## config.mk

```make
export PLATFORM = sky130hd
export DESIGN_NAME = hca_entry_store
export DESIGN_NICKNAME = d
export VERILOG_FILES = /design/src/rtl/core/assert_macros.svh /design/src/rtl/core/hca_pkg.sv /design/src/rtl/core/hca_entry_store.sv
export SDC_FILE = /design/constraint.sdc
export NUM_CORES = 2
export LEC_CHECK = 0
export BUFFER_PORTS_ARGS = -buffer_cell sky130_fd_sc_hd__clkbuf_2
export CAP_MARGIN = 20
export CELL_PAD_IN_SITES_DETAIL_PLACEMENT = 0
export CELL_PAD_IN_SITES_GLOBAL_PLACEMENT = 1
export CORE_UTILIZATION = 45
export CTS_BUF_LIST = sky130_fd_sc_hd__clkbuf_16
export DETAILED_ROUTE_END_ITERATION = 8
export PLACE_DENSITY = 0.71
export SYNTH_ARGS = -nofsm -noshare
export SYNTH_HDL_FRONTEND = slang
export SYNTH_SLANG_ARGS = --single-unit
export TNS_END_PERCENT = 10
```

## constraint.sdc

```tcl
create_clock -name clk -period 32 [get_ports clk]
set_input_delay 1.6 -clock clk [delete_from_list [all_inputs] [get_ports clk]]
set_output_delay 1.6 -clock clk [all_outputs]
set_load 0.03 [all_outputs]
```

## src/rtl/core/assert_macros.svh

```systemverilog
// assertion helpers shared by the rtl files
// each macro expects clk and arst_n in scope
`ifndef ASSERT_MACROS_SVH
`define ASSERT_MACROS_SVH

// property checked on every rising edge outside reset
`define HCA_ASSERT(lbl, prop, msg) \
	lbl: assert property (@(posedge clk) disable iff (!arst_n) prop) else $error(msg);

// condition that must never be seen
`define HCA_ASSERT_NEVER(lbl, cond, msg) \
	`HCA_ASSERT(lbl, !(cond), msg)

`endif

```

## src/rtl/core/hca_pkg.sv

```systemverilog
// ----------------------------------------------------------------------------
// hca_pkg
// Types, codes and helpers of the hierarchical credit admission unit.
// ----------------------------------------------------------------------------
`default_nettype none

package hca_pkg;

	localparam int OWNER_SLOTS_DEF = 16;

	localparam logic [15:0] OWNER_TASK_LIMIT_RST = 16'd64;
	localparam logic [31:0] OWNER_BYTE_LIMIT_RST = 32'd1048576;
	localparam logic [31:0] GLOBAL_BYTE_LIMIT_RST = 32'd16777216;
	localparam logic [31:0] LOW_BYTE_LIMIT_RST = 32'd8388608;

	// operations
	localparam logic [1:0] OP_RESERVE = 2'd0;
	localparam logic [1:0] OP_RELEASE = 2'd1;
	localparam logic [1:0] OP_SHUTDOWN = 2'd2;
	localparam logic [1:0] OP_QUERY = 2'd3;

	// result reasons
	localparam logic [2:0] RSN_OK = 3'd0;
	localparam logic [2:0] RSN_SHUT_DOWN = 3'd1;
	localparam logic [2:0] RSN_OWNER_TASKS = 3'd2;
	localparam logic [2:0] RSN_OWNER_BYTES = 3'd3;
	localparam logic [2:0] RSN_LOW_SOFT = 3'd4;
	localparam logic [2:0] RSN_GLOBAL_BYTES = 3'd5;
	localparam logic [2:0] RSN_TABLE_FULL = 3'd6;
	localparam logic [2:0] RSN_RELEASE_ERR = 3'd7;

	// configuration register indexes
	localparam logic [1:0] CFG_OWNER_TASK_LIMIT = 2'd0;
	localparam logic [1:0] CFG_OWNER_BYTE_LIMIT = 2'd1;
	localparam logic [1:0] CFG_GLOBAL_BYTE_LIMIT = 2'd2;
	localparam logic [1:0] CFG_LOW_BYTE_LIMIT = 2'd3;

	typedef struct packed {
		logic [15:0] tasks;
		logic [31:0] bytes;
		logic [15:0] peak_tasks;
		logic [31:0] peak_bytes;
		logic [31:0] task_rejects;
		logic [31:0] byte_rejects;
	} entry_t;

	typedef struct packed {
		logic [31:0] tasks;
		logic [31:0] bytes;
		logic [31:0] peak_bytes;
		logic [31:0] byte_rejects;
	} totals_t;

	typedef struct packed {
		logic [15:0] task_limit;
		logic [31:0] byte_limit;
		logic [31:0] global_limit;
		logic [31:0] low_limit;
	} limits_t;

	typedef struct packed {
		logic hit;
		logic has_free;
	} cam_status_t;

	typedef struct packed {
		logic entry_we;
		logic alloc;
		logic slot_ok;
	} eval_ctl_t;

	typedef struct packed {
		logic [2:0] reason;
		entry_t     owner;
		totals_t    totals;
		logic       accepting;
	} result_t;

	function automatic logic [31:0] sat_inc32(input logic [31:0] v);
		return (v == '1) ? v : v + 32'd1;
	endfunction

endpackage

`default_nettype wire

```

## src/rtl/core/hca_entry_store.sv

```systemverilog
// ----------------------------------------------------------------------------
// hca_entry_store
// Per-owner counters, one read and one write at the selected slot.
// ----------------------------------------------------------------------------
`default_nettype none

module hca_entry_store import hca_pkg::*; #(
	parameter int SLOTS = OWNER_SLOTS_DEF,
	localparam int SLOT_W = (SLOTS > 1) ? $clog2(SLOTS) : 1
) (
	input  wire logic              clk,
	input  wire logic              we,
	input  wire logic [SLOT_W-1:0] idx,
	input  wire entry_t            wdata,
	output entry_t                 rdata
);

	entry_t entry_q [SLOTS];

	assign rdata = entry_q[idx];

	// slots are zeroed on allocation, so no reset is needed
	always_ff @(posedge clk) begin
		if (we) begin
			entry_q[idx] <= wdata;
		end
	end

endmodule

`default_nettype wire

```

---- After elaboration in Yosys (flattened, before gate mapping) ----
Memory sizes are Yosys's and may differ from the RTL's.
Cells that the tools add are included.
word-level totals
  register bits after elaboration ......... 0
  memory bits (writable) .................. 2560
  memories ................................ 1
memories
  memory   words  width  read ports  clocked after Yosys merged registers in  wr ports  line                   text
  entry_q  16     160    1           0                                        1         hca_entry_store.sv:18  entry_t entry_q [SLOTS];
operators by class
  muxes and demuxes ....................... 2
operator list
  cell               count
  two-way mux 1 bit  2

---- Logic depth before layout (Yosys ltp) ----
  word-level depth ........................ 2
  depth in mapped cells ................... 6
  gate-level depth less buffers ........... 3

---- Worst setup path before layout ----
OpenSTA, ideal clock, no wires.
  path type ............................... input to register
  start point ............................. input idx[0]
  end point ............................... memory entry_q[0][0] (netlist name) (enable)
  setup time .............................. 0.876 ns
  arrival time ............................ 12.994 ns
  required time ........................... 31.124 ns
  setup slack ............................. 18.130 ns
  stages on the path ...................... 4
  buffers on the path ..................... 3
  path through ............................ buf_2 -> buf_2 -> buf_2 -> nor3_1
RTL lines
  element             line                   text
  start: declaration  hca_entry_store.sv:13  input wire logic [SLOT_W-1:0] idx,
  end: declaration    hca_entry_store.sv:18
No word-level cell before the write port.

==> summary.md <==
The logs give 0 for the global-route congestion overflow total and 0 for the count of yosys warnings during synthesis. The fraction of layout cells with a size suffix above 1 is 0.312. The largest fanout of any net on the critical path came out at 103. Before antenna repair, the detailed router went through 5 iterations.

For the total length of routed wires, the log shows 225000 µm. The count of instances resized after the clock tree is built is 0. The tool flagged a number of max-cap violations equal to 0. The logs give 0.237 for the worst slew margin relative to its limit and 4 for the maximum clock path buffer count. For the pin with the worst max-slew slack, the measured transition is 1.15 ns. Setup repair after global routing left no endpoint under its margin.

The remaining design rule violation count came out at 0. The tools report the root buffer cell as sky130_fd_sc_hd__clkbuf_16. Counting instances in the post-synthesis netlist gives the leading cell types as 2560 x sky130_fd_sc_hd__edfxtp_1, 640 x sky130_fd_sc_hd__mux4_2, 320 x sky130_fd_sc_hd__a22oi_1, 161 x sky130_fd_sc_hd__nand2_1, 97 x sky130_fd_sc_hd__clkbuf_1. TritonCTS built the clock tree.

The placer congestion estimate was 0.718. The run gives 0.209 as the overall track demand over capacity in global routing. The biggest area contributor in the post-synthesis netlist is sky130_fd_sc_hd__edfxtp_1. The worst voltage drop across the vdd grid is 0.0597 mV. The hold violation count in the final report is 0. The effective utilization at floorplan is 0.455.

The tools report the summed instance area of the synthesized netlist as 0.0955 mm². The core region is 0.210 mm². The detailed-route wire length per cell came out at 30.4 µm. In the final timing run, aggregate negative setup slack is 0 ns. The utilization after layout is 0.518. The tools report the total number of nets in the final design as 4564. Detailed placement ended at an HPWL of 106000 µm. The H-tree was split into 5 levels. The clock drives 2560 sinks. The flow ran to the end, and the final reports show no timing, DRC or antenna violations. Entering global routing, the biggest net connects 155 pins.

The tools report the count of cell types in the netlist as 17. The total clock buffers created by CTS was 283. Synthesis inferred 2560 register bits. After the first detailed-routing iteration, the DRC count stood at 3940. The die covers 0.214 mm². The most common cell in the netlist is sky130_fd_sc_hd__edfxtp_1. The ratio of routed vias to standard cells is 5.91. The number of pins exceeding their max-slew limit in the final report is 0. The critical path in this run is classified as input pin to primary output. The period utilization works out to 0.242.

The number of flip-flops under the largest register name is 2560. The filler cell count in the final layout was 16202; the multi-input gate area in the final layout was 0.0177 mm². The run gives 45508 as the number of global-route vias before repair.

Async set-or-reset flop fraction in the synthesized netlist: 0. For the finished layout, the period the worst path requires is 7.75 ns. The met1 demand-to-capacity share in global routing came out at 0.281. Register area: 0.0769 mm². The primary flip-flop cell chosen by synthesis mapping was sky130_fd_sc_hd__edfxtp_1. The number of antenna violations at the first check in global routing was 39; the power density relative to cell area was 65.6 mW/mm². The tools report the I/O pin count as 326.

Row generation in the floorplan step produced 168 rows. The register with the highest flop count was entry_q. The vertical die dimension works out to 463 µm. met2 is the most crowded layer. The clock-pin transition on the worst setup and hold timing paths came out at 0.06 ns.

In this run the post-CTS setup repair buffer count came out at 0. In this run the static leakage power is 34.7 nW. The floorplan step set the die width to 463 µm. Synthesis handed over a netlist of 3922 instances. The first global-routing pass estimated 324000 µm of wire. For the post-synth net total, the log shows 4088. Arrival time of the worst setup path: 6.15 ns. The met2 track demand over resource in global routing was 0.344.

In the final layout, the registers with the most flip-flops are entry_q: 2560 flops. Compared with the post-synthesis result, the final layout area differs by 14.1%. The proportion of netlist area held by the largest area contributor was 0.805; the number of buffers inserted for hold repair after clock tree synthesis was 0. The sequential-to-total area share from yosys stat was 0.805.

The final route contains 43775 vias. The number of flops mapped to enable cells by yosys is 2560, and the setup-violating endpoint count in the final report is 0. The classification of the worst-slack hold path was input pin to register. The run gives 0 as the final antenna-violating net count.

The number of cells traversed by the worst hold path is 1. Yosys attributes the largest share of cell area to sky130_fd_sc_hd__edfxtp_1 80%, sky130_fd_sc_hd__mux4_2 15%, sky130_fd_sc_hd__a22oi_1 2.5%, sky130_fd_sc_hd__nand2_1 0.63%, sky130_fd_sc_hd__buf_4 0.46%. Buffers placed on the I/O ports in this run total 325. The global-route met3 utilization came out at 0.0412.

Across all hold checks on the routed design, the worst slack comes to 1.09 ns. The worst setup path is captured at a primary output. Launching element type of the critical path: an input pin. The average instance in the mapped netlist occupies 24.4 µm².

The top achievable clock speed is 129 MHz, and the data required time at the worst endpoint is 30.40 ns.
logic make-up after synthesis:
kind of cell	share of synthesized area
mux	0.151
flops	0.805
simple gates	0.00767
compound gates	0.0251
buf+inv	0.0117
final timing paths:
kind | start | end | slack, ns
min | wdata[33] | entry_q[13][33]$_DFFE_PP_ | 1.09
max | idx[0] | rdata[74] | 24.25
report_power, final:
part / switching (mW) / internal (mW) / leakage (nW)
logic: 0.256 / 0.134 / 7.26
registers: 0.0138 / 3.76 / 23.1
clock network: 1.24 / 1.74 / 4.34
total: 1.51 / 5.63 / 34.7
final cells by class:
cell class / count / area share
Sequential cell: 2560 / 0.705
Clock buffer: 287 / 0.0659
Timing Repair Buffer: 406 / 0.0225
Clock inverter: 183 / 0.0114
Multi-Input combinational cell: 1147 / 0.162
Antenna cell: 13 / 0.000298
Tap cell: 2805 / 0.0322
per-stage QoR:
stage	worst slack, ns	power, mW	cells	area [µm²]
after CTS	24.03	7.22	7387	109000
after global placement	24.08	4.23	6917	101000
final	24.25	7.14	7401	109000
after floorplan	18.13	4.09	3922	95500
after global routing	23.77	7.36	7398	109000
after detailed placement	24.02	4.24	6917	101000
layer usage:
layer,vias to the layer above,wire length (µm)
li1,17989,-
met2,1469,113000
met5,-,203
met3,427,14900
met4,32,6680
met1,23858,90500
worst max-delay path, cell delays in order:
cell and delay [ns]:
sky130_fd_sc_hd__buf_8 0.67, sky130_fd_sc_hd__buf_4 0.75, sky130_fd_sc_hd__buf_12 0.59, sky130_fd_sc_hd__buf_4 0.92, sky130_fd_sc_hd__mux4_2 0.61, sky130_fd_sc_hd__a22oi_1 0.22
sky130_fd_sc_hd__nand2_1 0.17, sky130_fd_sc_hd__clkbuf_2 0.23
layout by cell type, fill, tap and decap left out, types with 2 or more instances in the layout:
cell type / synthesis / final
sky130_fd_sc_hd__diode_2: 0 / 13
sky130_fd_sc_hd__nor3_2: 0 / 4
sky130_fd_sc_hd__nor2_4: 0 / 13
sky130_fd_sc_hd__buf_4: 58 / 65
sky130_fd_sc_hd__clkinvlp_4: 0 / 11
sky130_fd_sc_hd__nand2b_1: 2 / 2
sky130_fd_sc_hd__clkinv_8: 0 / 2
sky130_fd_sc_hd__clkbuf_16: 0 / 287
sky130_fd_sc_hd__clkinv_2: 0 / 41
sky130_fd_sc_hd__a22oi_1: 320 / 320
sky130_fd_sc_hd__clkbuf_2: 0 / 323
sky130_fd_sc_hd__nor2b_4: 0 / 2
sky130_fd_sc_hd__inv_1: 0 / 56
sky130_fd_sc_hd__inv_6: 0 / 5
sky130_fd_sc_hd__clkinv_1: 0 / 49
sky130_fd_sc_hd__edfxtp_1: 2560 / 2560
sky130_fd_sc_hd__clkinv_4: 0 / 3
sky130_fd_sc_hd__mux4_2: 640 / 640
sky130_fd_sc_hd__nand3b_1: 2 / 2
sky130_fd_sc_hd__bufinv_16: 0 / 15
sky130_fd_sc_hd__buf_8: 0 / 2
sky130_fd_sc_hd__nand2_1: 161 / 161
sky130_fd_sc_hd__buf_12: 0 / 16
Note: power is estimated with default switching activity, not from simulation.
