$ cat src/rtl/core/assert_macros.svh
// assertion helpers shared by the rtl files
// each macro expects clk and arst_n in scope
`ifndef ASSERT_MACROS_SVH
`define ASSERT_MACROS_SVH

// property checked on every rising edge outside reset
`define HCA_ASSERT(lbl, prop, msg) \
	lbl: assert property (@(posedge clk) disable iff (!arst_n) prop) else $error(msg);

// condition that must never be seen
`define HCA_ASSERT_NEVER(lbl, cond, msg) \
	`HCA_ASSERT(lbl, !(cond), msg)

`endif

$ cat src/rtl/core/hca_pkg.sv
// ----------------------------------------------------------------------------
// hca_pkg
// Types, codes and helpers of the hierarchical credit admission unit.
// ----------------------------------------------------------------------------
`default_nettype none

package hca_pkg;

	localparam int OWNER_SLOTS_DEF = 16;

	localparam logic [15:0] OWNER_TASK_LIMIT_RST = 16'd64;
	localparam logic [31:0] OWNER_BYTE_LIMIT_RST = 32'd1048576;
	localparam logic [31:0] GLOBAL_BYTE_LIMIT_RST = 32'd16777216;
	localparam logic [31:0] LOW_BYTE_LIMIT_RST = 32'd8388608;

	// operations
	localparam logic [1:0] OP_RESERVE = 2'd0;
	localparam logic [1:0] OP_RELEASE = 2'd1;
	localparam logic [1:0] OP_SHUTDOWN = 2'd2;
	localparam logic [1:0] OP_QUERY = 2'd3;

	// result reasons
	localparam logic [2:0] RSN_OK = 3'd0;
	localparam logic [2:0] RSN_SHUT_DOWN = 3'd1;
	localparam logic [2:0] RSN_OWNER_TASKS = 3'd2;
	localparam logic [2:0] RSN_OWNER_BYTES = 3'd3;
	localparam logic [2:0] RSN_LOW_SOFT = 3'd4;
	localparam logic [2:0] RSN_GLOBAL_BYTES = 3'd5;
	localparam logic [2:0] RSN_TABLE_FULL = 3'd6;
	localparam logic [2:0] RSN_RELEASE_ERR = 3'd7;

	// configuration register indexes
	localparam logic [1:0] CFG_OWNER_TASK_LIMIT = 2'd0;
	localparam logic [1:0] CFG_OWNER_BYTE_LIMIT = 2'd1;
	localparam logic [1:0] CFG_GLOBAL_BYTE_LIMIT = 2'd2;
	localparam logic [1:0] CFG_LOW_BYTE_LIMIT = 2'd3;

	typedef struct packed {
		logic [15:0] tasks;
		logic [31:0] bytes;
		logic [15:0] peak_tasks;
		logic [31:0] peak_bytes;
		logic [31:0] task_rejects;
		logic [31:0] byte_rejects;
	} entry_t;

	typedef struct packed {
		logic [31:0] tasks;
		logic [31:0] bytes;
		logic [31:0] peak_bytes;
		logic [31:0] byte_rejects;
	} totals_t;

	typedef struct packed {
		logic [15:0] task_limit;
		logic [31:0] byte_limit;
		logic [31:0] global_limit;
		logic [31:0] low_limit;
	} limits_t;

	typedef struct packed {
		logic hit;
		logic has_free;
	} cam_status_t;

	typedef struct packed {
		logic entry_we;
		logic alloc;
		logic slot_ok;
	} eval_ctl_t;

	typedef struct packed {
		logic [2:0] reason;
		entry_t     owner;
		totals_t    totals;
		logic       accepting;
	} result_t;

	function automatic logic [31:0] sat_inc32(input logic [31:0] v);
		return (v == '1) ? v : v + 32'd1;
	endfunction

endpackage

`default_nettype wire

$ cat src/rtl/core/hca_owner_cam.sv
// ----------------------------------------------------------------------------
// hca_owner_cam
// Owner id table: parallel match and lowest free slot search.
// ----------------------------------------------------------------------------
`default_nettype none
`include "assert_macros.svh"

module hca_owner_cam import hca_pkg::*; #(
	parameter int SLOTS = OWNER_SLOTS_DEF,
	localparam int SLOT_W = (SLOTS > 1) ? $clog2(SLOTS) : 1
) (
	input  wire logic              clk,
	input  wire logic              arst_n,
	input  wire logic [63:0]       lookup_id,
	input  wire logic              alloc_en,
	output cam_status_t            status,
	output logic      [SLOT_W-1:0] hit_idx,
	output logic      [SLOT_W-1:0] free_idx
);

	logic [SLOTS-1:0] valid_q;
	logic [63:0]      owner_q [SLOTS];
	logic [SLOTS-1:0] match;

	always_comb begin
		for (int i = 0; i < SLOTS; i++) begin
			match[i] = valid_q[i] && (owner_q[i] == lookup_id);
		end
	end

	// lowest index wins for both searches
	always_comb begin
		hit_idx = '0;
		free_idx = '0;
		for (int i = SLOTS - 1; i >= 0; i--) begin
			if (match[i]) begin
				hit_idx = SLOT_W'(i);
			end
			if (!valid_q[i]) begin
				free_idx = SLOT_W'(i);
			end
		end
		status.hit = |match;
		status.has_free = ~&valid_q;
	end

	always_ff @(posedge clk or negedge arst_n) begin
		if (!arst_n) begin
			valid_q <= '0;
		end else if (alloc_en) begin
			valid_q[free_idx] <= 1'b1;
		end
	end

	always_ff @(posedge clk) begin
		if (alloc_en) begin
			owner_q[free_idx] <= lookup_id;
		end
	end

	`HCA_ASSERT(a_owner_unique, $onehot0(match), "owner id held by more than one slot")
	`HCA_ASSERT_NEVER(a_alloc_when_full, alloc_en && !status.has_free, "allocation with no free slot")

endmodule

`default_nettype wire

$ cat config.mk
export PLATFORM = sky130hd
export DESIGN_NAME = hca_owner_cam
export DESIGN_NICKNAME = d
export VERILOG_FILES = /design/src/rtl/core/hca_pkg.sv /design/src/rtl/core/hca_owner_cam.sv
export VERILOG_INCLUDE_DIRS = /design/src /design/src/rtl/core
export SDC_FILE = /design/constraint.sdc
export NUM_CORES = 1
export LEC_CHECK = 0
export BUFFER_PORTS_ARGS = -buffer_cell sky130_fd_sc_hd__buf_2
export CAP_MARGIN = 25
export CORE_UTILIZATION = 40
export DETAILED_ROUTE_END_ITERATION = 6
export GPL_TIMING_DRIVEN = 1
export PLACE_DENSITY = 0.65
export SYNTH_ARGS = -nofsm -noshare
export SYNTH_HDL_FRONTEND = slang
export SYNTH_SLANG_ARGS = --single-unit
$ cat constraint.sdc
create_clock -name clk -period 5.1 [get_ports clk]
set_clock_uncertainty 0.05 [all_clocks]
set_input_delay 0.51 -clock clk [delete_from_list [all_inputs] [get_ports clk]]
set_output_delay 0.51 -clock clk [all_outputs]
set_load 0.01 [all_outputs]
* After elaboration in Yosys (flattened, before gate mapping)
Memory sizes are Yosys's and may differ from the RTL's.
Index checks and enable logic that the tools add are counted.
** Operators by class
- Order comparisons :: 2
- Equal/unequal tests :: 16
- Mux-type cells :: 36
- Bitwise logic cells :: 1
- Reduce and logical (&&, ||, !) cells :: 20
** Operators with widths (count)
- $eq A64 B64 Y1 :: 16
- $mux W4 :: 32
- $logic_and A1 B1 Y1 :: 17
- $or A16 B16 Y16 :: 1
- $reduce_and A16 Y1 :: 1
- $reduce_or A16 Y1 :: 1
- $lt A4 B5 Y1 const B :: 1
- $demux W1 S4 :: 1
- $ge A4 B1 Y1 const B :: 1
- $mux W1 :: 3
- $logic_not A1 Y1 :: 1
** Word-level totals
- Register bits :: 16
- RAM bits :: 1024
- Input bits :: 67
- Output and inout bits :: 10
- Memories :: 1
** Memories
- owner_q :: depth 16, width 64, rd ports 16, clocked after memory_dff 0, wr ports 1, RTL line hca_owner_cam.sv:22 : logic [63:0] owner_q [SLOTS];

* Depth between registers and ports, before layout
- Word-level depth :: 21
- Mapped depth :: 12
- Depth with buffers taken out :: 10

* Least setup slack after synthesis
Ideal clock, no wire load.
- Kind :: register to register
- Start :: reg valid_q[15]
- End :: mem owner_q[1][0], enable pin
- Data arrival time :: 4.485 ns
- Required time :: 4.564 ns
- Setup slack :: 0.079 ns
- Stages on the path, launching flop included :: 12
- Buffers on the path :: 1
- Cells stage by stage :: dfrtp_1 > nor2b_1 > o21ai_0 > a21boi_0 > o21ai_0 > a21boi_0 > o21ai_0 > a21boi_0 > nor2_1 > or3_1 > clkbuf_1 > nor2_1
** Between the ends
- Longest elaborated chain between the ends :: 16
** Ends and longest elaborated chain
- from (decl) :: RTL line hca_owner_cam.sv:21 : logic [SLOTS-1:0] valid_q;
- from (signal assigned) :: RTL line hca_owner_cam.sv:49 : valid_q <= '0;
- from (signal, indexed assignment) :: RTL line hca_owner_cam.sv:51 : valid_q[free_idx] <= 1'b1;
- $mux W4 (16 in series) :: RTL line hca_owner_cam.sv:39 : if (!valid_q[i]) begin
- to (decl) :: RTL line hca_owner_cam.sv:22
No other way between the ends.

==> out/qor.txt <==
commonest non-fill, non-tap cell in the layout: edfxtp_1
TritonCTS Sinks: 1040
worst slack, placed: 32.5 ps
MaxCap Viol Count: 0
wire length per cell: 32.0 um
clock root cell: clkbuf_16
crit path time final: 4920 ps
share of layout cells above drive strength 1: 0.159
CP Cell Sequence: xor2_1, nor4_1, nand4_1, nor4_1, nand4_1, or4_1, nor2b_1, o21ai_1, o41ai_4, buf_4, buf_2
startpoint type of the worst setup path: flip-flop
largest fanout on the critical path: 3
Mean Syn Cell Area: 15.8 um2
vias in the first global route: 24898
Slowest-stage cell, CP: or4_1
H-tree Lvls: 3
total gr overflow: 0
clock buffer count from CTS: 108
area of the core: 108000 um2
area leader, netlist: edfxtp_1
f_max: 203 MHz
Max Used Layer: met5
CTS tree: built
clk_lat worst skew: 680 ps
largest net degree at the start of global routing: 66
final worst slack: 180 ps
Pwr Density: 482 nW/um2
Top Ports: 77
status: completed
Vias/cell: 5.82
Synth Flop Type: edfxtp_1
row cnt: 120
post-CTS setup buffers: 0
synthesized area: 43600 um2
Setup TNS: 0 ps
Mapped Cells: 2756
number of enable flip-flop cells after synthesis: 1024
VDD IR-drop max: 0.370 mV
CP arrival: 4360 ps
max incr delay on CP: 640 ps
Final Non-Filler Cells: 4537
clock slew at reported path FFs: 60 ps
#FFs+latches synth: 1040
Net count, final: 3106
global-route usage over all layers: 0.260
crit-path leading delay family: simple AND/OR/NAND/NOR gates
Initial Util: 0.405
relative slew slack: 0.293
met3 wire length: 15.3 mm
CP bufs+invs: 2
number of antenna violations at the first check in global routing: 13
Placed Cells: 4331
Final Hold Vio Count: 0
Ys Warns: 0
Seq/Total Area, Yosys: 0.715
worst-case clock buffer depth: 3
first-pass GRT wire length: 200 mm
CP Capture Type: output pin
Tcrit/Tclk final: 0.965
setup violators final: 0
number of buffers added on ports: 76
Die Y: 332 um
DRT Wirelength: 145 mm
Post-DP HPWL: 98.9 mm
critical path type: flip-flop to output pin
Min Hold Slack: 141 ps
die area: 110000 um2
Die W: 332 um
residual DRC count: 0
footprint of the multi-input gates: 11600 um2
Syn-to-layout area delta: 17.2%
Met1 Routed Length: 58.6 mm
GPL Wtd Cong: 0.988
ANT nets after route: 0
top cells by area, synth: edfxtp_1, xor2_1, xnor2_1, nand4_1, nor4_1
static leakage: 0.0168 uW
Reg area: 31100 um2
Tightest Pin Transition: 1060 ps
drt pass-1 iters: 6
met2 wire length: 65.8 mm
syn_nets: 2823
Netlist cell types: 55
Iter 0 DRT Violations: 3830
asr flop ratio synth: 0.0154
Yosys top cell area share: 0.706
worst min path class: primary input to flip-flop
unrepaired setup endpoints after global routing: false
Critical Path RT: 4540 ps
max-slew violation count: 0
via count: 26412
most frequent cells in the layout: edfxtp_1, xor2_1, xnor2_1
number of fill cells: 9153
==> routing by layer <==
layer  GRT usage  up-vias
met3      0.0521      246
met2       0.403     1652
li1            -    10975
met5           0        -
met4      0.0980        6
met1       0.363    13533
==> registers in the layout, indices dropped and copies added, names as in the netlist <==
name,flops
owner_q,1024
valid_q,16
==> report_power, final <==
group          internal, uW  switching [uW]  total [uW]
clock                  4660            3420        8080
sequential            11400             707       12200
combinational          1360            2990        4360
==> worst register-to-register path, cell delays in order (launching register included) <==
cell	delay, ps
dfrtp_1	560
a31oi_1	150
o211ai_1	180
nand3_1	100
a311oi_1	600
nand2b_1	420
nor2_4	810
buf_4	410
==> synthesized netlist by cell type (5+ instances only) <==
| cell type | n |
|---|---|
| a222oi_1 | 6 |
| nor2_1 | 33 |
| a22oi_1 | 18 |
| o21bai_1 | 6 |
| nand3_1 | 22 |
| nor2b_1 | 10 |
| a22o_1 | 9 |
| nand4_1 | 135 |
| or2_2 | 9 |
| o2bb2ai_1 | 32 |
| o22ai_1 | 63 |
| clkbuf_1 | 63 |
| dfrtp_1 | 16 |
| xor2_1 | 413 |
| o221ai_1 | 14 |
| o2111ai_1 | 5 |
| inv_1 | 111 |
| nor4_1 | 132 |
| xnor2_1 | 392 |
| a221oi_1 | 48 |
| buf_2 | 41 |
| buf_1 | 24 |
| o21ai_0 | 19 |
| nor3_1 | 26 |
| a21oi_1 | 8 |
| nand2_1 | 21 |
| edfxtp_1 | 1024 |
==> path summary, 6_finish.rpt <==
kind	cells past startpoint	slack, ps	startpoint	endpoint
max	11	180	owner_q[2][40]	hit_idx[0]
min	1	140	lookup_id[21]	owner_q[2][21]
max reg2reg	7	1500	valid_q[12]	owner_q[2][32]
min reg2reg	2	540	valid_q[0]	valid_q[0]
max in group asynchronous	2	4480	arst_n	valid_q[2]
min in group asynchronous	2	230	arst_n	valid_q[1]
==> repair_timing <==
action	4_1_cts	5_1_grt
hold endpoints to repair	16	0
cloned	0	0
hold buffers	1	0
resized for setup	1	4
setup endpoints to repair	1	2
==> metrics by stage <==
step / util / total power [uW] / instance area (um2)
2_1_floorplan: - / 14700 / 43600
3_3_place_gp: 0.441 / 16500 / 47400
3_5_place_dp: 0.441 / 16600 / 47400
4_1_cts: 0.475 / 24600 / 51000
5_1_grt: 0.475 / 25400 / 51100
6_report: 0.475 / 24600 / 51100
==> kinds of logic after synthesis <==
group,count (synthesis),share of synthesized area
AND/OR/NAND/NOR,410,0.0553
flip-flops,1040,0.715
buffers and inverters,245,0.0226
AO/OA/AOI/OAI,256,0.0452
XOR/XNOR,805,0.162
==> cell type report <==
cell class / count / share of cell area
sequential: 1040 / 0.610
multi-input combinational: 1471 / 0.227
clock buffer: 118 / 0.0537
timing repair buffer: 303 / 0.0492
tap: 1403 / 0.0344
clock inverter: 84 / 0.0172
inverter: 115 / 0.00845
antenna: 3 / 0.000147
(Power assumes the default switching activity.)
