`src/rtl/core/assert_macros.svh`:
```
// assertion helpers shared by the rtl files
// each macro expects clk and arst_n in scope
`ifndef ASSERT_MACROS_SVH
`define ASSERT_MACROS_SVH

// property checked on every rising edge outside reset
`define HCA_ASSERT(lbl, prop, msg) \
	lbl: assert property (@(posedge clk) disable iff (!arst_n) prop) else $error(msg);

// condition that must never be seen
`define HCA_ASSERT_NEVER(lbl, cond, msg) \
	`HCA_ASSERT(lbl, !(cond), msg)

`endif

```
`src/rtl/core/hca_pkg.sv`:
```
// ----------------------------------------------------------------------------
// hca_pkg
// Types, codes and helpers of the hierarchical credit admission unit.
// ----------------------------------------------------------------------------
`default_nettype none

package hca_pkg;

	localparam int OWNER_SLOTS_DEF = 16;

	localparam logic [15:0] OWNER_TASK_LIMIT_RST = 16'd64;
	localparam logic [31:0] OWNER_BYTE_LIMIT_RST = 32'd1048576;
	localparam logic [31:0] GLOBAL_BYTE_LIMIT_RST = 32'd16777216;
	localparam logic [31:0] LOW_BYTE_LIMIT_RST = 32'd8388608;

	// operations
	localparam logic [1:0] OP_RESERVE = 2'd0;
	localparam logic [1:0] OP_RELEASE = 2'd1;
	localparam logic [1:0] OP_SHUTDOWN = 2'd2;
	localparam logic [1:0] OP_QUERY = 2'd3;

	// result reasons
	localparam logic [2:0] RSN_OK = 3'd0;
	localparam logic [2:0] RSN_SHUT_DOWN = 3'd1;
	localparam logic [2:0] RSN_OWNER_TASKS = 3'd2;
	localparam logic [2:0] RSN_OWNER_BYTES = 3'd3;
	localparam logic [2:0] RSN_LOW_SOFT = 3'd4;
	localparam logic [2:0] RSN_GLOBAL_BYTES = 3'd5;
	localparam logic [2:0] RSN_TABLE_FULL = 3'd6;
	localparam logic [2:0] RSN_RELEASE_ERR = 3'd7;

	// configuration register indexes
	localparam logic [1:0] CFG_OWNER_TASK_LIMIT = 2'd0;
	localparam logic [1:0] CFG_OWNER_BYTE_LIMIT = 2'd1;
	localparam logic [1:0] CFG_GLOBAL_BYTE_LIMIT = 2'd2;
	localparam logic [1:0] CFG_LOW_BYTE_LIMIT = 2'd3;

	typedef struct packed {
		logic [15:0] tasks;
		logic [31:0] bytes;
		logic [15:0] peak_tasks;
		logic [31:0] peak_bytes;
		logic [31:0] task_rejects;
		logic [31:0] byte_rejects;
	} entry_t;

	typedef struct packed {
		logic [31:0] tasks;
		logic [31:0] bytes;
		logic [31:0] peak_bytes;
		logic [31:0] byte_rejects;
	} totals_t;

	typedef struct packed {
		logic [15:0] task_limit;
		logic [31:0] byte_limit;
		logic [31:0] global_limit;
		logic [31:0] low_limit;
	} limits_t;

	typedef struct packed {
		logic hit;
		logic has_free;
	} cam_status_t;

	typedef struct packed {
		logic entry_we;
		logic alloc;
		logic slot_ok;
	} eval_ctl_t;

	typedef struct packed {
		logic [2:0] reason;
		entry_t     owner;
		totals_t    totals;
		logic       accepting;
	} result_t;

	function automatic logic [31:0] sat_inc32(input logic [31:0] v);
		return (v == '1) ? v : v + 32'd1;
	endfunction

endpackage

`default_nettype wire

```
`src/rtl/core/hca_credit_eval.sv`:
```
// ----------------------------------------------------------------------------
// hca_credit_eval
// Credit checks, rollback, peaks and release for one request.
// ----------------------------------------------------------------------------
`default_nettype none

module hca_credit_eval import hca_pkg::*; (
	input  wire logic [1:0]  operation,
	input  wire logic [31:0] request_bytes,
	input  wire logic        low_priority,
	input  wire cam_status_t status,
	input  wire entry_t      cur_entry,
	input  wire totals_t     cur_totals,
	input  wire logic        admit,
	input  wire limits_t     limits,
	output entry_t           nxt_entry,
	output totals_t          nxt_totals,
	output logic             nxt_admit,
	output logic [2:0]       reason,
	output eval_ctl_t        ctl
);

	logic [32:0] own_sum;
	logic [32:0] glb_sum;
	logic [31:0] sel_limit;
	logic        own_fit;
	logic        glb_fit;
	logic        full_fit;
	logic        task_fit;
	logic [15:0] tasks_inc;
	logic        nz;
	logic        under_gb;
	logic        under_eb;
	logic        under_et;
	logic        under_gt;
	logic        slot_ok;

	always_comb begin
		own_sum = {1'b0, cur_entry.bytes} + {1'b0, request_bytes};
		glb_sum = {1'b0, cur_totals.bytes} + {1'b0, request_bytes};
		sel_limit = low_priority ? limits.low_limit : limits.global_limit;
		own_fit = own_sum <= {1'b0, limits.byte_limit};
		glb_fit = glb_sum <= {1'b0, sel_limit};
		full_fit = glb_sum <= {1'b0, limits.global_limit};
		task_fit = cur_entry.tasks < limits.task_limit;
		tasks_inc = cur_entry.tasks + 16'd1;
		nz = request_bytes != 32'd0;
		under_gb = nz && (cur_totals.bytes < request_bytes);
		under_eb = nz && (cur_entry.bytes < request_bytes);
		under_et = cur_entry.tasks == 16'd0;
		under_gt = cur_totals.tasks == 32'd0;
		slot_ok = status.hit || ((operation == OP_RESERVE) && status.has_free);

		nxt_entry = cur_entry;
		nxt_totals = cur_totals;
		nxt_admit = admit;
		reason = RSN_OK;
		ctl.entry_we = 1'b0;
		ctl.alloc = 1'b0;
		ctl.slot_ok = slot_ok;

		unique case (operation)
			OP_RESERVE: begin
				if (!slot_ok) begin
					reason = RSN_TABLE_FULL;
				end else begin
					ctl.entry_we = 1'b1;
					ctl.alloc = !status.hit;
					if (!admit) begin
						reason = RSN_SHUT_DOWN;
					end else if (!task_fit) begin
						nxt_entry.task_rejects = sat_inc32(cur_entry.task_rejects);
						reason = RSN_OWNER_TASKS;
					end else begin
						// task peak stays raised even when a byte stage rolls back
						if (tasks_inc > cur_entry.peak_tasks) begin
							nxt_entry.peak_tasks = tasks_inc;
						end
						if (nz && !own_fit) begin
							nxt_entry.byte_rejects = sat_inc32(cur_entry.byte_rejects);
							reason = RSN_OWNER_BYTES;
						end else if (nz && !glb_fit) begin
							if (own_sum[31:0] > cur_entry.peak_bytes) begin
								nxt_entry.peak_bytes = own_sum[31:0];
							end
							nxt_totals.byte_rejects = sat_inc32(cur_totals.byte_rejects);
							reason = (low_priority && full_fit) ? RSN_LOW_SOFT
								: RSN_GLOBAL_BYTES;
						end else begin
							nxt_entry.tasks = tasks_inc;
							if (nz) begin
								nxt_entry.bytes = own_sum[31:0];
								if (own_sum[31:0] > cur_entry.peak_bytes) begin
									nxt_entry.peak_bytes = own_sum[31:0];
								end
								nxt_totals.bytes = glb_sum[31:0];
								if (glb_sum[31:0] > cur_totals.peak_bytes) begin
									nxt_totals.peak_bytes = glb_sum[31:0];
								end
							end
							nxt_totals.tasks = sat_inc32(cur_totals.tasks);
						end
					end
				end
			end
			OP_RELEASE: begin
				if (!status.hit) begin
					reason = RSN_RELEASE_ERR;
				end else begin
					ctl.entry_we = 1'b1;
					// counters that would underflow stop at zero
					if (nz) begin
						nxt_totals.bytes = under_gb ? 32'd0
							: cur_totals.bytes - request_bytes;
						nxt_entry.bytes = under_eb ? 32'd0
							: cur_entry.bytes - request_bytes;
					end
					nxt_entry.tasks = under_et ? 16'd0 : cur_entry.tasks - 16'd1;
					nxt_totals.tasks = under_gt ? 32'd0 : cur_totals.tasks - 32'd1;
					if (under_gb || under_eb || under_et || under_gt) begin
						reason = RSN_RELEASE_ERR;
					end
				end
			end
			OP_SHUTDOWN: begin
				nxt_admit = 1'b0;
			end
			OP_QUERY: begin
				nxt_admit = admit;
			end
		endcase
	end

endmodule

`default_nettype wire

```
`config.mk`:
```
export PLATFORM = sky130hd
export DESIGN_NAME = hca_credit_eval
export DESIGN_NICKNAME = d
export VERILOG_FILES = /design/src/rtl/core/assert_macros.svh /design/src/rtl/core/hca_pkg.sv /design/src/rtl/core/hca_credit_eval.sv
export SDC_FILE = /design/constraint.sdc
export NUM_CORES = 1
export LEC_CHECK = 0
export BUFFER_PORTS_ARGS = -buffer_cell sky130_fd_sc_hd__buf_2
export CORE_AREA = 5 5 279 281
export DETAILED_ROUTE_END_ITERATION = 10
export DIE_AREA = 0 0 284 286
export SYNTH_ARGS = -nofsm -noshare
export SYNTH_HDL_FRONTEND = slang
export SYNTH_SLANG_ARGS = --single-unit
```
`constraint.sdc`:
```
create_clock -name vclk -period 8.3
set_clock_uncertainty 0.05 [all_clocks]
set_input_delay 1.245 -clock vclk [all_inputs]
set_output_delay 1.245 -clock vclk [all_outputs]
set_load 0.05 [all_outputs]
```
Word-level counts from Yosys, hierarchy flattened
Cells that the tools add are included.
{"block": "op_classes", "order_cmp": 9, "mux": 53, "n_addsub": 11, "n_eq_ne": 6, "n_reduce_logical": 17}
{"op": "32-bit 2-to-1 mux", "n": 20}
{"op": "128-bit 2-to-1 mux", "n": 4}
{"op": "160-bit 2-to-1 mux", "n": 2}
{"op": "64-bit 2-to-1 mux", "n": 3}
{"op": "96-bit 2-to-1 mux", "n": 2}
{"op": "48-bit 2-to-1 mux", "n": 3}
{"op": "32-bit by 1-bit adder with 32-bit output, second input constant", "n": 4}
{"op": "32-bit == test, second input constant", "n": 4}
{"op": "64-bit one-hot mux with 2 select lines", "n": 1}
{"op": "112-bit 2-to-1 mux", "n": 1}
{"op": "33-bit by 32-bit <= comparator with 1-bit output", "n": 3}
{"op": "48-bit one-hot mux with 2 select lines", "n": 1}
{"op": "32-bit by 32-bit adder with 33-bit output", "n": 2}
{"op": "32-bit > comparator", "n": 2}
{"op": "32-bit < comparator", "n": 2}
{"op": "32-bit subtractor", "n": 2}
{"op": "32-bit logical NOT", "n": 1}
{"op": "16-bit 2-to-1 mux", "n": 2}
{"op": "32-bit nonzero test", "n": 1}
{"op": "32-bit by 1-bit subtractor with 32-bit output, second input constant", "n": 1}
{"op": "3-bit 2-to-1 mux", "n": 7}
{"op": "16-bit by 1-bit adder with 16-bit output, second input constant", "n": 1}
{"op": "16-bit > comparator", "n": 1}
{"op": "16-bit logical NOT", "n": 1}
{"op": "other kinds (12)", "n": 25}
{"block": "totals", "inputBits": 438, "word_cells": 96, "output_inout_bits": 295, "regBits": 0}

Depth between registers and ports, before layout
Gate-level depths: netlist of run 1.
{"block": "logic_depth", "ltp_word": 10, "depth_mapped": 30, "ltp_nobuf": 28}

Worst setup path after synthesis of run 1
Ideal clock, no wire load.
{"block": "synth_path", "path_type": "input -> output", "from": "input request_bytes[12]", "to": "output nxt_totals[102] (netlist bit)", "arrival_ns": 7.804, "setup_slack_ns": -0.799, "n_path_buf": 2, "required_ns": 7.005, "stages": 26, "cell_sequence": "inv_1 > ha_1 > clkbuf_1 > inv_1 > a21oi_1 > o21bai_1 > a221o_1 > a31oi_1 > o221ai_1 > a211oi_1 > o31ai_1 > a221o_1 > nand2_1 > o221ai_1 > xnor2_1 > ha_1 > and3_1 > and4_1 > o31ai_2 > a2111oi_4 > a21oi_4 > o22a_1 > buf_2 > nor2_2 > nand2_1 > o311ai_0"}
{"element": "start, declared", "line_no": "hca_credit_eval.sv:9", "source": "input wire logic [31:0] request_bytes,"}
{"element": "end, declared", "line_no": "hca_credit_eval.sv:17", "source": "output totals_t nxt_totals,"}

==> impl_metrics.py, run 1 <==
metrics = {
    "timing": {
        "tightest_slew_ns": 1.05,
        "fin_ws_ns": -0.0241,
        "setup_violations": 5,
        "report.final.hold_viol_count": 0,
        "setup-tns-final_ns": -0.0760,
        "rsz0062_at_grt": "yes",
        "max_freq_ghz": 0.120,
        "finalCritPeriodShare_pct": 100,
        "finalMaxSlewViolations": 0,
        "post-route-min-period_ns": 8.32,
        "hold_ws_ns": 2.77,
        "slew_headroom_pct": 29.5,
    },
    "final_layout": {
        "fin_util_pct": 39.2,
        "seq_cell_count": 0,
        "nets": 4588,
        "nClkBuffers": 0,
        "area_delta_synth_final_pct": 52.5,
        "nFillCells": 7929,
        "seq_area_um2": 0,
        "drive_gt1_share_pct": 36.5,
    },
    "drt": {
        "wl_met1_um": 48300,
        "viasPerCell": 5.41,
        "wl_met2_um": 51800,
        "top_layer": "met5",
        "routed_wl_um": 113000,
        "ant_nets": 0,
        "post_drt_wl_per_cell_um": 23.4,
        "vias": 26100,
        "drtIter0Drc": 2236,
        "drt-pass1-iter-count": 5,
        "route.detailed.drc": 0,
        "wl_met3_um": 8970,
    },
    "run_status": {
        "status": "complete, but fails checks",
        "violations": "setup timing",
    },
    "synth": {
        "ys_seq_area_share_pct": 0,
        "synthTopCellsByCount": "ha_1, nor2_1, inv_1, a21oi_1, nand2_1",
        "synth_top_area_share_pct": 20.6,
        "synthCells": 2867,
        "synth.most_common_cell": "ha_1",
        "synthTopCellsByArea": "ha_1, xnor2_1, a21oi_1",
        "synth_area_mm2": 0.0193,
        "ys_types": 97,
        "ys_warn_count": 0,
        "syn_area_per_cell_um2": 6.75,
        "synth_top_area_cell": "ha_1",
        "synth_nets": 3627,
    },
    "run": {
        "drv_cap": 0,
    },
    "pwr": {
        "p_comb_share_pct": 100.0,
        "p_sw_share_pct": 59.7,
        "pwr-share-seq_pct": 0,
        "power.static_leakage_nw": 14.3,
        "max-vdd-ir-drop_uv": 38.1,
        "finalPower_mw": 2.79,
        "power.density_mw_per_mm2": 94.5,
        "net-switching-power_mw": 1.66,
        "p_int_mw": 1.12,
        "pwr-share-clk_pct": 0,
    },
    "floorplanning": {
        "coreArea_mm2": 0.0752,
        "rows": 101,
        "dieArea_mm2": 0.0812,
        "ios": 733,
        "die_h_um": 286,
        "die_x_um": 284,
        "start_util_pct": 25.7,
    },
    "worst_setup_path": {
        "start_kind": "primary input",
        "required_ns": 7.01,
        "endpoint_kind": "primary output",
        "crit_path_top_delay_cell": "fa_2",
        "worst-setup-path-type": "in -> out",
        "cp_slowest_stage_delay_ns": 0.36,
        "cp.arrival_ns": 7.03,
        "cp_max_fo": 5,
    },
    "grt": {
        "grt.overflow.total": 0,
        "antenna_found_initial": 45,
        "track_usage_pct": 24.9,
        "grt_pass1_vias": 24600,
        "grt_pass1_wl_um": 158000,
        "grt_max_degree": 49,
    },
    "placed_design": {
        "dp_hpwl_um": 95300,
        "gp_congestion": 0.987,
        "port_buffers": 733,
    },
    "hold_path": {
        "hp-class": "in -> out",
    },
}
==> power groups by stage <==
stage	clock [mW]	combinational, mW	sequential [mW]
after floorplan	0	1.50	0
after global routing	0.000000210	2.99	0
after detailed placement	0	2.50	0
after CTS	0	2.55	0
after global placement	0	2.50	0
final	0.000000308	2.79	0
==> critical path: cells and delay by family <==
family | cells | cell delay, ns
simple gates | 7 | 0.87
xor+xnor | 2 | 0.44
buf+inv | 6 | 0.88
compound gates | 15 | 2.74
fa+ha+maj | 3 | 0.82
==> logic make-up (layout without fill, tap and decap cells) <==
logic type	count (synthesis)	count (layout)	share of synthesized area, %
multiplexers	130	130	7.77
AND/OR/NAND/NOR	987	987	25.2
adder cells (fa/ha/maj)	324	324	21.1
XOR/XNOR	232	232	10.5
other	0	19	0
AO/OA/AOI/OAI	785	785	27.1
buffers and inverters	409	1368	8.26
==> worst paths after layout <==
kind              cells after the start             end      startpoint
setup / recovery                     33  nxt_totals[15]  cur_entry[112]
hold / removal                        3  nxt_totals[25]  cur_totals[25]
==> layout make-up <==
class              instances  area, um2  area share [%]
diodes                    19       47.5           0.161
inverters                276       1040            3.51
multi-input cells       2458      18900            64.1
well taps                978       1220            4.15
repair buffers          1092       8270            28.0
==> per-layer routing <==
layer	vias up	GRT usage [%]
li1	12300	-
met1	12300	33.7
met2	1169	41.7
met3	191	4.36
met4	46	5.29
met5	-	0
==> per-stage QoR <==
step / instances / worst slack (ns) / area (um2)
after floorplan: 2867 / -0.207 / 19400
after global placement: 4742 / -0.231 / 26700
after detailed placement: 4742 / -0.355 / 26700
after CTS: 4756 / 0.00762 / 27100
after global routing: 4817 / -0.332 / 29500
final: 4823 / -0.0241 / 29500
==> placed cells by master (no fill, tap or decap), drive strengths merged, types with 45 or more instances in the layout <==
| master | n |
|---|---|
| o21ai | 159 |
| mux2 | 81 |
| xnor2 | 174 |
| ha | 318 |
| nand2b | 45 |
| a21oi | 227 |
| nor2 | 299 |
| nand3 | 89 |
| a21o | 59 |
| and3 | 58 |
| nand4 | 57 |
| nand2 | 188 |
| mux2i | 49 |
| xor2 | 58 |
| nor3 | 81 |
| buf | 1076 |
| inv | 275 |
==> repair_timing <==
| action | 4_1_cts | 5_1_grt |
|---|---|---|
| setup endpoints to repair | 165 | 215 |
| pin swaps | 21 | 97 |
| hold buffers | 0 | 0 |
| setup buffers | 13 | 40 |
| gates resized for setup | 35 | 628 |
| cloned | 1 | 10 |
Power figures use the tool's default switching activity.
==> run 2: changes to the inputs <==
CORE_AREA = 5 5 282 284   (was 5 5 279 281)
DIE_AREA = 0 0 287 289   (was 0 0 284 286)
RECOVER_POWER = 25   (was not set)
clock period = 9.9 ns   (was 8.3 ns; I/O delays follow)
==> impl_metrics.py, run 2 (synthesis results as in run 1) <==
metrics = {
    "placed_design": {
        "port_buffers": 733,
        "place_area_mm2": 0.0250,
        "dp_hpwl_um": 94100,
        "gp_congestion": 0.995,
    },
    "run_status": {
        "status": "complete, but fails checks",
        "violations": "capacitance limit, slew limit",
    },
    "timing": {
        "max_freq_ghz": 0.104,
        "post-route-min-period_ns": 9.57,
        "tightest_slew_ns": 1.69,
        "finalCritPeriodShare_pct": 96.7,
        "report.final.hold_viol_count": 0,
        "finalMaxSlewViolations": 49,
        "slew_headroom_pct": -13.0,
        "setup_violations": 0,
    },
    "worst_setup_path": {
        "cp_top_family": "compound AO/OA/AOI/OAI gates",
        "crit_buf_inv": 4,
        "start_kind": "primary input",
        "required_ns": 8.37,
        "cp.arrival_ns": 8.04,
        "cp_slowest_stage_delay_ns": 0.63,
        "worst-setup-path-type": "in -> out",
        "endpoint_kind": "primary output",
        "crit_path_top_delay_cell": "nor3_1",
        "path_common_cell": "nor3_1",
        "cp_max_fo": 8,
    },
    "grt": {
        "grt_max_degree": 67,
        "grt_pass1_vias": 23700,
        "grt.overflow.total": 0,
        "antenna_found_initial": 55,
        "grt_pass1_wl_um": 153000,
        "track_usage_pct": 24.0,
    },
    "floorplanning": {
        "die_h_um": 289,
        "die_x_um": 287,
        "rows": 102,
        "dieArea_mm2": 0.0829,
        "start_util_pct": 25.2,
        "ios": 733,
        "coreArea_mm2": 0.0768,
    },
    "final_layout": {
        "area_delta_synth_final_pct": 29.4,
        "drive_gt1_share_pct": 25.9,
        "nets": 4341,
        "final_area_mm2": 0.0250,
        "nClkBuffers": 0,
        "seq_cell_count": 0,
        "final_common_cell": "buf_2",
        "layout_common_cells": "buf_2, ha_1, nor2_1",
        "seq_area_um2": 0,
        "fin_util_pct": 32.6,
    },
    "pwr": {
        "power.density_mw_per_mm2": 80.0,
        "power.static_leakage_nw": 12.1,
        "max-vdd-ir-drop_uv": 36.4,
    },
    "drt": {
        "drtIter0Drc": 1912,
        "drt-pass1-iter-count": 5,
        "route.detailed.drc": 0,
        "vias": 24900,
        "ant_nets": 0,
        "post_drt_wl_per_cell_um": 23.3,
        "routed_wl_um": 108000,
        "viasPerCell": 5.35,
    },
    "hold_path": {
        "hp-class": "in -> out",
    },
    "clock_network": {
        "hold_buffers": 0,
    },
    "run": {
        "drv_cap": 2,
    },
}
[run 2: worst min-delay path, cell delays in order]
cell and delay (ns):
buf_2 0.10, xnor2_1 0.06, buf_2 0.20
[run 2: final timing paths]
check	from	to	slack, ns	depth (start not counted)
hold / removal	cur_entry[10]	nxt_entry[10]	3.28	3
setup / recovery	request_bytes[0]	nxt_totals[89]	0.33	26
[run 2: timing repair]
item	in CTS	in global routing
endpoints found under the setup margin	0	79
buffers inserted	0	1
resized for setup	0	4
[run 2: final cells by class]
type                       count  area [um2]
fill                        8652       51800
antenna                       28        70.1
tap                         1040        1300
timing repair buffer         845        4850
inverter                     276        1040
multi-input combinational   2458       17800
[run 2: per-stage QoR]
step                      instances  power (mW)  hold WS [ns]  setup slack (ns)  TNS (ns)
final                          4647        2.00          3.28             0.329         0
after global routing           4639        2.16          3.29          -0.00994   -0.0136
after CTS                      4618        1.99          3.28             0.203         0
after detailed placement       4618        1.98          3.28             0.218         0
after global placement         4618        1.98          3.28             0.330         0
after floorplan                2867        1.25          3.14             0.321         0
[run 2: metal layers]
layer	vias to the layer above	wire (um)	track usage, %
met5	-	219	0
met4	38	4630	8.54
met3	218	9330	5.08
met2	1119	48000	38.7
met1	11700	46300	31.8
li1	11800	-	-
[run 2: power by group]
group / switching, mW / total [mW] / leakage [nW] / internal, mW
sequential: 0 / 0 / 0 / 0
clock: 0 / 0.000000380 / 0.000177 / 0.000000379
combinational: 1.30 / 2.00 / 12.1 / 0.702
